$ cat config.mk
export PLATFORM = sky130hd
export DESIGN_NAME = imt_ctrl
export DESIGN_NICKNAME = d
export VERILOG_FILES = /design/src/rtl/imt_pkg.sv /design/src/rtl/imt_ctrl.sv
export SDC_FILE = /design/constraint.sdc
export NUM_CORES = 1
export LEC_CHECK = 0
export ABC_AREA = 1
export BUFFER_PORTS_ARGS = -buffer_cell sky130_fd_sc_hd__buf_2
export CORE_AREA = 2 2 39 41
export CTS_BUF_LIST = sky130_fd_sc_hd__clkbuf_8
export DETAILED_ROUTE_END_ITERATION = 12
export DIE_AREA = 0 0 41 43
export GPL_TIMING_DRIVEN = 0
export HOLD_SLACK_MARGIN = 0.08
export PLACE_DENSITY = 0.43
export SYNTH_ARGS = -nofsm -noshare
export SYNTH_HDL_FRONTEND = slang
export SYNTH_SLANG_ARGS = --single-unit
$ cat constraint.sdc
create_clock -name i_clk -period 1 [get_ports i_clk]
set_input_delay 0.1 -clock i_clk [delete_from_list [all_inputs] [get_ports i_clk]]
set_output_delay 0.1 -clock i_clk [all_outputs]
set_load 0.02 [all_outputs]
$ cat src/rtl/imt_pkg.sv
`timescale 1ns / 1ps
// ----------------------------------------------------------------------------
// imt_pkg
// Shared constants, types and the slot hash of the identity map intern table.
// ----------------------------------------------------------------------------
package imt_pkg;

    localparam int SLOTS    = 1024;
    localparam int SLOT_W   = $clog2(SLOTS);
    localparam int CNT_W    = SLOT_W + 1;
    localparam int KEY_W    = 64;
    localparam int IDX_W    = 10;
    localparam int STATUS_W = 3;
    localparam int LOAD_NUM = 7;
    localparam int LOAD_DEN = 10;
    // smallest entry count at which count * 10 >= SLOTS * 7
    localparam int FULL_LIMIT = (SLOTS * LOAD_NUM + LOAD_DEN - 1) / LOAD_DEN;

    localparam logic [STATUS_W-1:0] ST_FOUND    = 3'd0;
    localparam logic [STATUS_W-1:0] ST_MISS     = 3'd1;
    localparam logic [STATUS_W-1:0] ST_INSERTED = 3'd2;
    localparam logic [STATUS_W-1:0] ST_FULL     = 3'd3;
    localparam logic [STATUS_W-1:0] ST_ZERO     = 3'd4;

    localparam logic OP_LOOKUP = 1'b0;
    localparam logic OP_INTERN = 1'b1;

    typedef struct packed {
        logic [KEY_W-1:0] key;
        logic [IDX_W-1:0] idx;
    } t_slot;

    typedef struct packed {
        logic clr;
        logic load;
        logic zero;
        logic advance;
        logic resolve;
        logic out_load;
    } t_dp_cmd;

    typedef struct packed {
        logic clr_last;
        logic in_zero;
        logic hit;
        logic empty;
        logic out_free;
    } t_dp_sts;

    // xor fold of the key into a slot number, folded once more into range
    function automatic logic [SLOT_W-1:0] home_slot(input logic [KEY_W-1:0] key);
        logic [SLOT_W-1:0] h;
        h = '0;
        for (int i = 0; i < KEY_W; i++) begin
            h[i % SLOT_W] = h[i % SLOT_W] ^ key[i];
        end
        if ({1'b0, h} >= (SLOT_W + 1)'(SLOTS)) begin
            h = h - SLOT_W'(SLOTS);
        end
        return h;
    endfunction

endpackage

$ cat src/rtl/imt_ctrl.sv
`timescale 1ns / 1ps
// ----------------------------------------------------------------------------
// imt_ctrl
// Controller: clearing sweep, probe sequencing and result hand-off.
// ----------------------------------------------------------------------------
module imt_ctrl
    import imt_pkg::*;
(
    input  logic    i_clk,
    input  logic    i_rst_n,
    input  logic    i_in_valid,
    output logic    o_in_ready,
    input  t_dp_sts i_sts,
    output t_dp_cmd o_cmd
);

    typedef enum logic [2:0] {
        S_CLEAR,
        S_IDLE,
        S_READ,
        S_CHECK,
        S_RESP
    } t_state;

    t_state r_state;
    t_state n_state;

    always_comb begin
        n_state    = r_state;
        o_cmd      = '0;
        o_in_ready = 1'b0;
        unique case (r_state)
            S_CLEAR: begin
                o_cmd.clr = 1'b1;
                if (i_sts.clr_last) begin
                    n_state = S_IDLE;
                end
            end
            S_IDLE: begin
                o_in_ready = 1'b1;
                if (i_in_valid) begin
                    if (i_sts.in_zero) begin
                        o_cmd.zero = 1'b1;
                        n_state    = S_RESP;
                    end else begin
                        o_cmd.load = 1'b1;
                        n_state    = S_READ;
                    end
                end
            end
            S_READ: begin
                n_state = S_CHECK;
            end
            S_CHECK: begin
                if (i_sts.hit || i_sts.empty) begin
                    o_cmd.resolve = 1'b1;
                    n_state       = S_RESP;
                end else begin
                    o_cmd.advance = 1'b1;
                    n_state       = S_READ;
                end
            end
            S_RESP: begin
                if (i_sts.out_free) begin
                    o_cmd.out_load = 1'b1;
                    n_state        = S_IDLE;
                end
            end
            default: begin
                n_state = S_IDLE;
            end
        endcase
    end

    always_ff @(posedge i_clk) begin
        if (!i_rst_n) begin
            r_state <= S_CLEAR;
        end else begin
            r_state <= n_state;
        end
    end

endmodule

==> results of run 1 <==
## what timing repair did
| item | in CTS | in global routing |
|---|---|---|
| endpoints found under the setup margin | 10 | 10 |
| cloned | 0 | 0 |
| setup buffers | 7 | 0 |
| pin swaps | 7 | 2 |
| resized for setup | 18 | 13 |
| hold buffers | 0 | 0 |
## critical path, cell delays in order (launching register included)
cell and delay (ps):
sky130_fd_sc_hd__dfxtp_4 380, sky130_fd_sc_hd__inv_4 40, sky130_fd_sc_hd__buf_4 130, sky130_fd_sc_hd__nor3_2 160
sky130_fd_sc_hd__buf_4 160
## per-layer routing
metal | up-vias | global-route usage, %
li1 | 180 | -
met1 | 153 | 9.646
met2 | 11 | 13.44
met3 | 0 | 1.571
met4 | 0 | 6.000
met5 | - | 0
## cell families after synthesis
logic type	share of synthesized area, %
compound gates	2.126
buf+inv	17.55
flops	25.53
simple gates	54.79
## how the worst min path moves through the flow
stage,startpoint,endpoint,slack [ps],cells past startpoint
floorplan,i_rst_n,r_state[1]$_SDFFE_PN0P_,210,2
global placement,i_rst_n,r_state[1]$_SDFFE_PN0P_,350,3
detailed placement,i_rst_n,r_state[1]$_SDFFE_PN0P_,340,3
CTS,i_rst_n,r_state[1]$_SDFFE_PN0P_,120,3
global route,i_rst_n,r_state[1]$_SDFFE_PN0P_,150,3
finish,i_rst_n,r_state[1]$_SDFFE_PN0P_,120,3
## through the flow
| stage | utilization, % | TNS [ps] | setup slack (ps) | instance area [µm²] |
|---|---|---|---|---|
| 6_report | 38.97 | -1131 | -184.6 | 539.3 |
| 2_1_floorplan | - | -202.2 | -107.3 | 259.0 |
| 3_5_place_dp | 25.23 | -291.1 | -96.33 | 349.1 |
| 5_1_grt | 38.97 | -1910 | -257.6 | 539.3 |
| 3_3_place_gp | 25.23 | -296.6 | -104.4 | 349.1 |
| 4_1_cts | 35.26 | -1277 | -216.7 | 488.0 |
## power by group through the flow
stage | Clock, mW | Sequential (mW) | Combinational [mW]
global placement | 0 | 0.180 | 0.331
global route | 0.358 | 0.202 | 0.551
floorplan | 0 | 0.173 | 0.248
detailed placement | 0 | 0.180 | 0.331
CTS | 0.348 | 0.183 | 0.444
finish | 0.335 | 0.197 | 0.496
## cell usage in the layout (no fill, tap or decap)
cell type / Yosys / routed
sky130_fd_sc_hd__dfxtp_4: 0 / 2
sky130_fd_sc_hd__inv_1: 10 / 8
sky130_fd_sc_hd__buf_4: 0 / 8
sky130_fd_sc_hd__inv_2: 1 / 3
sky130_fd_sc_hd__o21ai_2: 0 / 1
sky130_fd_sc_hd__buf_2: 0 / 8
sky130_fd_sc_hd__nand2_4: 0 / 1
sky130_fd_sc_hd__nand2_2: 1 / 3
sky130_fd_sc_hd__nor3_2: 0 / 1
sky130_fd_sc_hd__nor2_1: 12 / 8
sky130_fd_sc_hd__clkbuf_8: 0 / 3
sky130_fd_sc_hd__nor2_2: 1 / 1
sky130_fd_sc_hd__nand3_2: 0 / 1
sky130_fd_sc_hd__nand3_1: 6 / 5
sky130_fd_sc_hd__nor4_4: 0 / 1
sky130_fd_sc_hd__nand2_1: 5 / 2
sky130_fd_sc_hd__nor2_4: 1 / 5
sky130_fd_sc_hd__inv_4: 0 / 1
sky130_fd_sc_hd__dfxtp_2: 0 / 1
sky130_fd_sc_hd__buf_6: 0 / 5
## cell type report
| class | instances | area (µm²) |
|---|---|---|
| Inverter | 11 | 43.79 |
| Timing Repair Buffer | 21 | 156.4 |
| Sequential cell | 3 | 68.82 |
| Tap cell | 16 | 20.02 |
| Clock inverter | 1 | 3.754 |
| Fill cell | 153 | 844.6 |
| Clock buffer | 3 | 41.29 |
| Multi-Input combinational cell | 29 | 205.2 |
==> summary.txt, run 1 <==
Outcome
  • Violations in the final reports: negative setup slack
  • Status: finished, violations left

Floorplanning
  • Placeable core region: 0.001384 mm²
  • Number of rows created at floorplan: 14
  • Total die area: 0.001763 mm²
  • I/O pin total: 15
  • DIE HEIGHT: 43 µm
  • Initial Util: 17.00%
  • Die width: 41 µm

STA
  • Final Slew Violations: 0
  • Number of setup violations in the final report: 10
  • Final Skew: 0.3217 ps
  • Unrepaired setup endpoints after global routing: yes
  • Final worst-path setup slack: -184.6 ps
  • Worst hold slack: 119.4 ps
  • Fin crit share: 118.5%
  • Relative slew slack: 87.05%
  • Timing-limited maximum frequency: 844.2 MHz
  • Hold violation count in the final report: 0
  • Shortest clock period the worst path allows after layout: 1185 ps
  • Least-Margin Pin Slew: 194.0 ps

Critical path
  • Largest fanout of any net on the critical path: 4
  • Worst setup EP type: output port
  • Startpoint types: register
  • FF-to-FF Start: r_state[2]$_SDFFE_PN0P_
  • Slack of the worst reg-to-reg path: -60 ps
  • Data arrival time of the critical path: 1080 ps
  • Capturing instance or port of the critical path: o_cmd[0]
  • Worst setup path startpoint: r_state[2]$_SDFFE_PN0P_
  • Number of cell instances on the worst register-to-register path: 6
  • Worst r2r dst: r_state[0]$_SDFFE_PN0P_
  • Type of the setup path with the least slack: reg -> out
  • Required time worst endpoint: 900 ps

Final layout
  • Number of nets in the finished design: 77
  • Fraction of layout cells with a size suffix above 1: 66.18%
  • Registers with the most flip-flops: r_state x3
  • Final non-filler cell total: 84
  • Flip-flop count of the largest register, all copies and words added: 3
  • Largest register by flop count: r_state
  • Area growth from synthesis to final layout: 129.3%
  • Count of inserted antenna diode cells: 0

Job
  • Max-cap check violation count: 0

Global routing
  • Via count of the first global-routing pass: 310
  • Number of antenna violations at the first check in global routing: 0
  • Global-route wire length before repair: 1028 µm
  • GR Overflow Total: 0
  • Maximum number of pins on one net before global-route repair: 5
  • Total GRT Usage: 8.534%

Yosys
  • Synth top cells by count: 12 x sky130_fd_sc_hd__nor2_1, 10 x sky130_fd_sc_hd__inv_1, 6 x sky130_fd_sc_hd__nand3_1
  • Post-synthesis instance total: 43
  • Synthesized area per cell: 5.470 µm²
  • Cell taking the most area after synthesis: sky130_fd_sc_hd__dfxtp_1
  • Yosys top cell area share: 25.53%
  • Most repeated cell in the gate-level netlist after synthesis: sky130_fd_sc_hd__nor2_1
  • Synthesized Nets: 51
  • Yosys warning total: 0
  • Synth cell types: 12
  • EDFF count, synth: 0
  • Cell Area, Synth: 235.2 µm²
  • Proportion of synthesized chip area in sequential cells: 25.53%
  • Proportion of synthesized flip-flops having asynchronous set or reset: 0%
  • #FFs+latches synth: 3
  • Top cells by area, synth: sky130_fd_sc_hd__dfxtp_1 26%, sky130_fd_sc_hd__nor2_1 19%, sky130_fd_sc_hd__inv_1 16%
  • Leading register cell type out of synthesis: sky130_fd_sc_hd__dfxtp_1

Route
  • Highest routed metal layer: met3
  • Detail Route Antenna Nets: 0
  • Pre-Repair DR Iteration Count: 4
  • Iteration-0 DRC count of the detailed router: 2
  • Met3 Routed Length: 46 µm
  • Detail-routed via count per cell: 4.095
  • Total wire length after detailed routing: 693 µm
  • Total number of vias: 344
  • WL/cell: 8.250 µm
  • Routed metal-1 wire length: 292 µm
  • Remaining DRCs: 0
  • Met2 routed WL: 354 µm

Clock network
  • Buffer depth of the longest clock path: 2
  • H-tree depth: 1
  • Clock latency on the worst-skew pair: 210 ps
  • Num Clock Sinks: 3
  • CTS tree: built
  • Clock Root Buffer: sky130_fd_sc_hd__clkbuf_8
  • Clock slew at the register clock pins of the worst setup and hold paths: 30 ps
  • Number of buffers created by CTS: 3

Place
  • Gpl congestion: 0.7136
  • Number of cells after detailed placement: 73
  • Number of I/O port buffers: 14
  • Half-perimeter wire length after placement: 489.2 µm

Pwr
  • Maximum vdd drop: 0.7482 mV
  • Post-layout total power: 1.029 mW
  • Pwr/cell area: 1907 mW/mm²
  • Sw Share: 38.04%
  • Static Leakage: 0.2813 nW
  • Internal power consumption: 637.3 µW
  • Combinational share of power: 48.3%
  • Relative contribution of the clock network to total power: 32.5%
  • NetSw: 391.3 µW
  • Fraction of power consumed by sequential logic: 19.2%

Hold path
  • Type of the worst min-delay path: in -> reg
Note: power is estimated with default switching activity, not from simulation.
==> inputs of run 2 (changes only) <==
- CTS_BUF_LIST: sky130_fd_sc_hd__clkbuf_8 -> unset
==> run 2 against run 1 <==
Compared with the run above:
- largest power group unchanged
- first-iteration DRC count decreased by 50%
- the run still ends with negative setup slack left
- critical path depth unchanged
- sequential power increased by 3%
- sequential cell count unchanged
- die area unchanged
- cell count decreased by 2.4%
- combinational power decreased by 3%
- global-route usage increased by 1.4 points
- clock-buffer cell count increased by 1
- largest cell class unchanged
==> summary.txt, run 2 (synthesis gave the netlist of run 1 again) <==
Pwr
  • Maximum vdd drop: 0.6158 mV
  • Post-layout total power: 894.2 µW
  • Static Leakage: 0.2616 nW
  • Pwr/cell area: 1769 mW/mm²

Global routing
  • Via count of the first global-routing pass: 321
  • Global-route wire length before repair: 1186 µm
  • GR Overflow Total: 0
  • Maximum number of pins on one net before global-route repair: 5
  • Number of antenna violations at the first check in global routing: 0
  • Total GRT Usage: 9.940%

STA
  • Total negative slack: -1218 ps
  • Fin crit share: 121.1%
  • Final Slew Violations: 0
  • Unrepaired setup endpoints after global routing: yes
  • Hold violation count in the final report: 0
  • Timing-limited maximum frequency: 826.1 MHz
  • Final worst-path setup slack: -210.6 ps
  • Final Skew: 0.7891 ps
  • Least-Margin Pin Slew: 195.2 ps
  • Relative slew slack: 86.97%
  • Shortest clock period the worst path allows after layout: 1211 ps
  • Number of setup violations in the final report: 10

Clock network
  • H-tree depth: 1
  • Clock slew at the register clock pins of the worst setup and hold paths: 40 ps
  • Clock latency on the worst-skew pair: 230 ps
  • Clock Root Buffer: sky130_fd_sc_hd__clkbuf_4
  • Num Clock Sinks: 3
  • Number of buffers created by CTS: 3
  • Buffer depth of the longest clock path: 2
  • Cts hold-fix bufs: 0
  • CTS tree: built

Floorplanning
  • Initial Util: 17.00%
  • Die width: 41 µm
  • I/O pin total: 15
  • Total die area: 0.001763 mm²
  • Number of rows created at floorplan: 14
  • Placeable core region: 0.001384 mm²
  • DIE HEIGHT: 43 µm

Job
  • Max-cap check violation count: 0

Critical path
  • Startpoint types: register
  • Standard cell with the maximum stage delay on the critical path: sky130_fd_sc_hd__dfxtp_4
  • Required time worst endpoint: 900 ps
  • Largest fanout of any net on the critical path: 4
  • Most frequent cell on the critical path: sky130_fd_sc_hd__buf_4
  • Data arrival time of the critical path: 1110 ps
  • Type of the setup path with the least slack: reg -> out
  • Longest individual stage delay on the worst path: 380 ps
  • Cell-by-cell listing of the critical path: inv_4 > buf_4 > nor3_2 > buf_4
  • Worst setup EP type: output port

Final layout
  • Number of nets in the finished design: 75
  • Most frequent cells in the layout: 9 x sky130_fd_sc_hd__buf_2, 7 x sky130_fd_sc_hd__nor2_1, 7 x sky130_fd_sc_hd__inv_1, 7 x sky130_fd_sc_hd__buf_4, 5 x sky130_fd_sc_hd__nor2_4
  • Filler Cell Count: 156
  • Count of inserted antenna diode cells: 0
  • Registers with the most flip-flops: r_state x3
  • Fin area: 505.5 µm²
  • Flip-flop count of the largest register, all copies and words added: 3
  • Area growth from synthesis to final layout: 114.9%
  • Fraction of layout cells with a size suffix above 1: 68.18%
  • Utilization after layout: 36.53%
  • Largest register by flop count: r_state
  • Most frequent standard cell in the layout excluding fill and tap cells: sky130_fd_sc_hd__buf_2

Route
  • Total number of vias: 345
  • Pre-Repair DR Iteration Count: 2
  • Remaining DRCs: 0
  • Detail-routed via count per cell: 4.207
  • Iteration-0 DRC count of the detailed router: 1
  • Detail Route Antenna Nets: 0
  • WL/cell: 8.695 µm
  • Total wire length after detailed routing: 713 µm

Place
  • Half-perimeter wire length after placement: 489.2 µm
  • Post-place instance area: 349.1 µm²
  • Gpl congestion: 0.7136
  • DP Worst Slack: -96.33 ps
  • Number of I/O port buffers: 14

Hold path
  • Type of the worst min-delay path: in -> reg

Outcome
  • Violations in the final reports: negative setup slack
  • Status: finished, violations left
[run 2: changes by cell type in the layout (fill, tap and decap cells not counted), sizes merged]
cell	previous run	this run
buf	21	19
clkbuf	3	4
inv	12	11
[run 2: final cells by class]
cell class	count	area, µm²	share of cell area [%]
multi-input cells	29	212.7	42.08
clock buffers	4	26.28	5.198
inverters	11	46.29	9.158
flip-flops and latches	3	68.82	13.61
repair buffers	19	131.4	25.99
well taps	16	20.02	3.960
[run 2: what timing repair did]
item / CTS / global route
setup endpoints to repair: 10 / 10
pin swaps: 4 / 5
gates resized for setup: 18 / 13
buffers inserted: 5 / 0
[run 2: report_power, final]
group | total, mW | switching [mW] | internal [mW]
Clock | 0.208 | 0.0584 | 0.149
Sequential | 0.203 | 0.0458 | 0.157
Combinational | 0.483 | 0.286 | 0.198
[run 2: path summary, 6_finish.rpt]
path                                  end                     from  cells after the start  slack [ps]
setup / recovery                 o_cmd[0]  r_state[2]$_SDFFE_PN0P_                      4        -210
hold / removal    r_state[1]$_SDFFE_PN0P_                  i_rst_n                      3         100
setup reg to reg  r_state[1]$_SDFFE_PN0P_  r_state[1]$_SDFFE_PN0P_                      7         -60
hold reg to reg   r_state[0]$_SDFFE_PN0P_  r_state[0]$_SDFFE_PN0P_                      3         580
[run 2: routing by layer]
layer  vias to the layer above  share of wire, %  track usage (%)  routed length (µm)
met5                         -                 0                0                   0
met1                       157                43            11.25                 306
met3                         0               6.6            3.141                  47
li1                        177                 -                -                   -
met2                        11                50            15.31                 359
met4                         0                 0            6.000                   0
[run 2: through the flow]
step,hold slack (ps),std cells
3_3_place_gp,345.1,73
2_1_floorplan,211.1,43
5_1_grt,118.8,82
3_5_place_dp,343.0,73
6_report,102.0,82
4_1_cts,88.74,82
[run 2: critical path: cells and delay by family (launching register included)]
| kind | cells | cell delay [ps] |
|---|---|---|
| buffers and inverters | 3 | 350 |
| DFF | 1 | 380 |
| and+or+nand+nor | 1 | 160 |
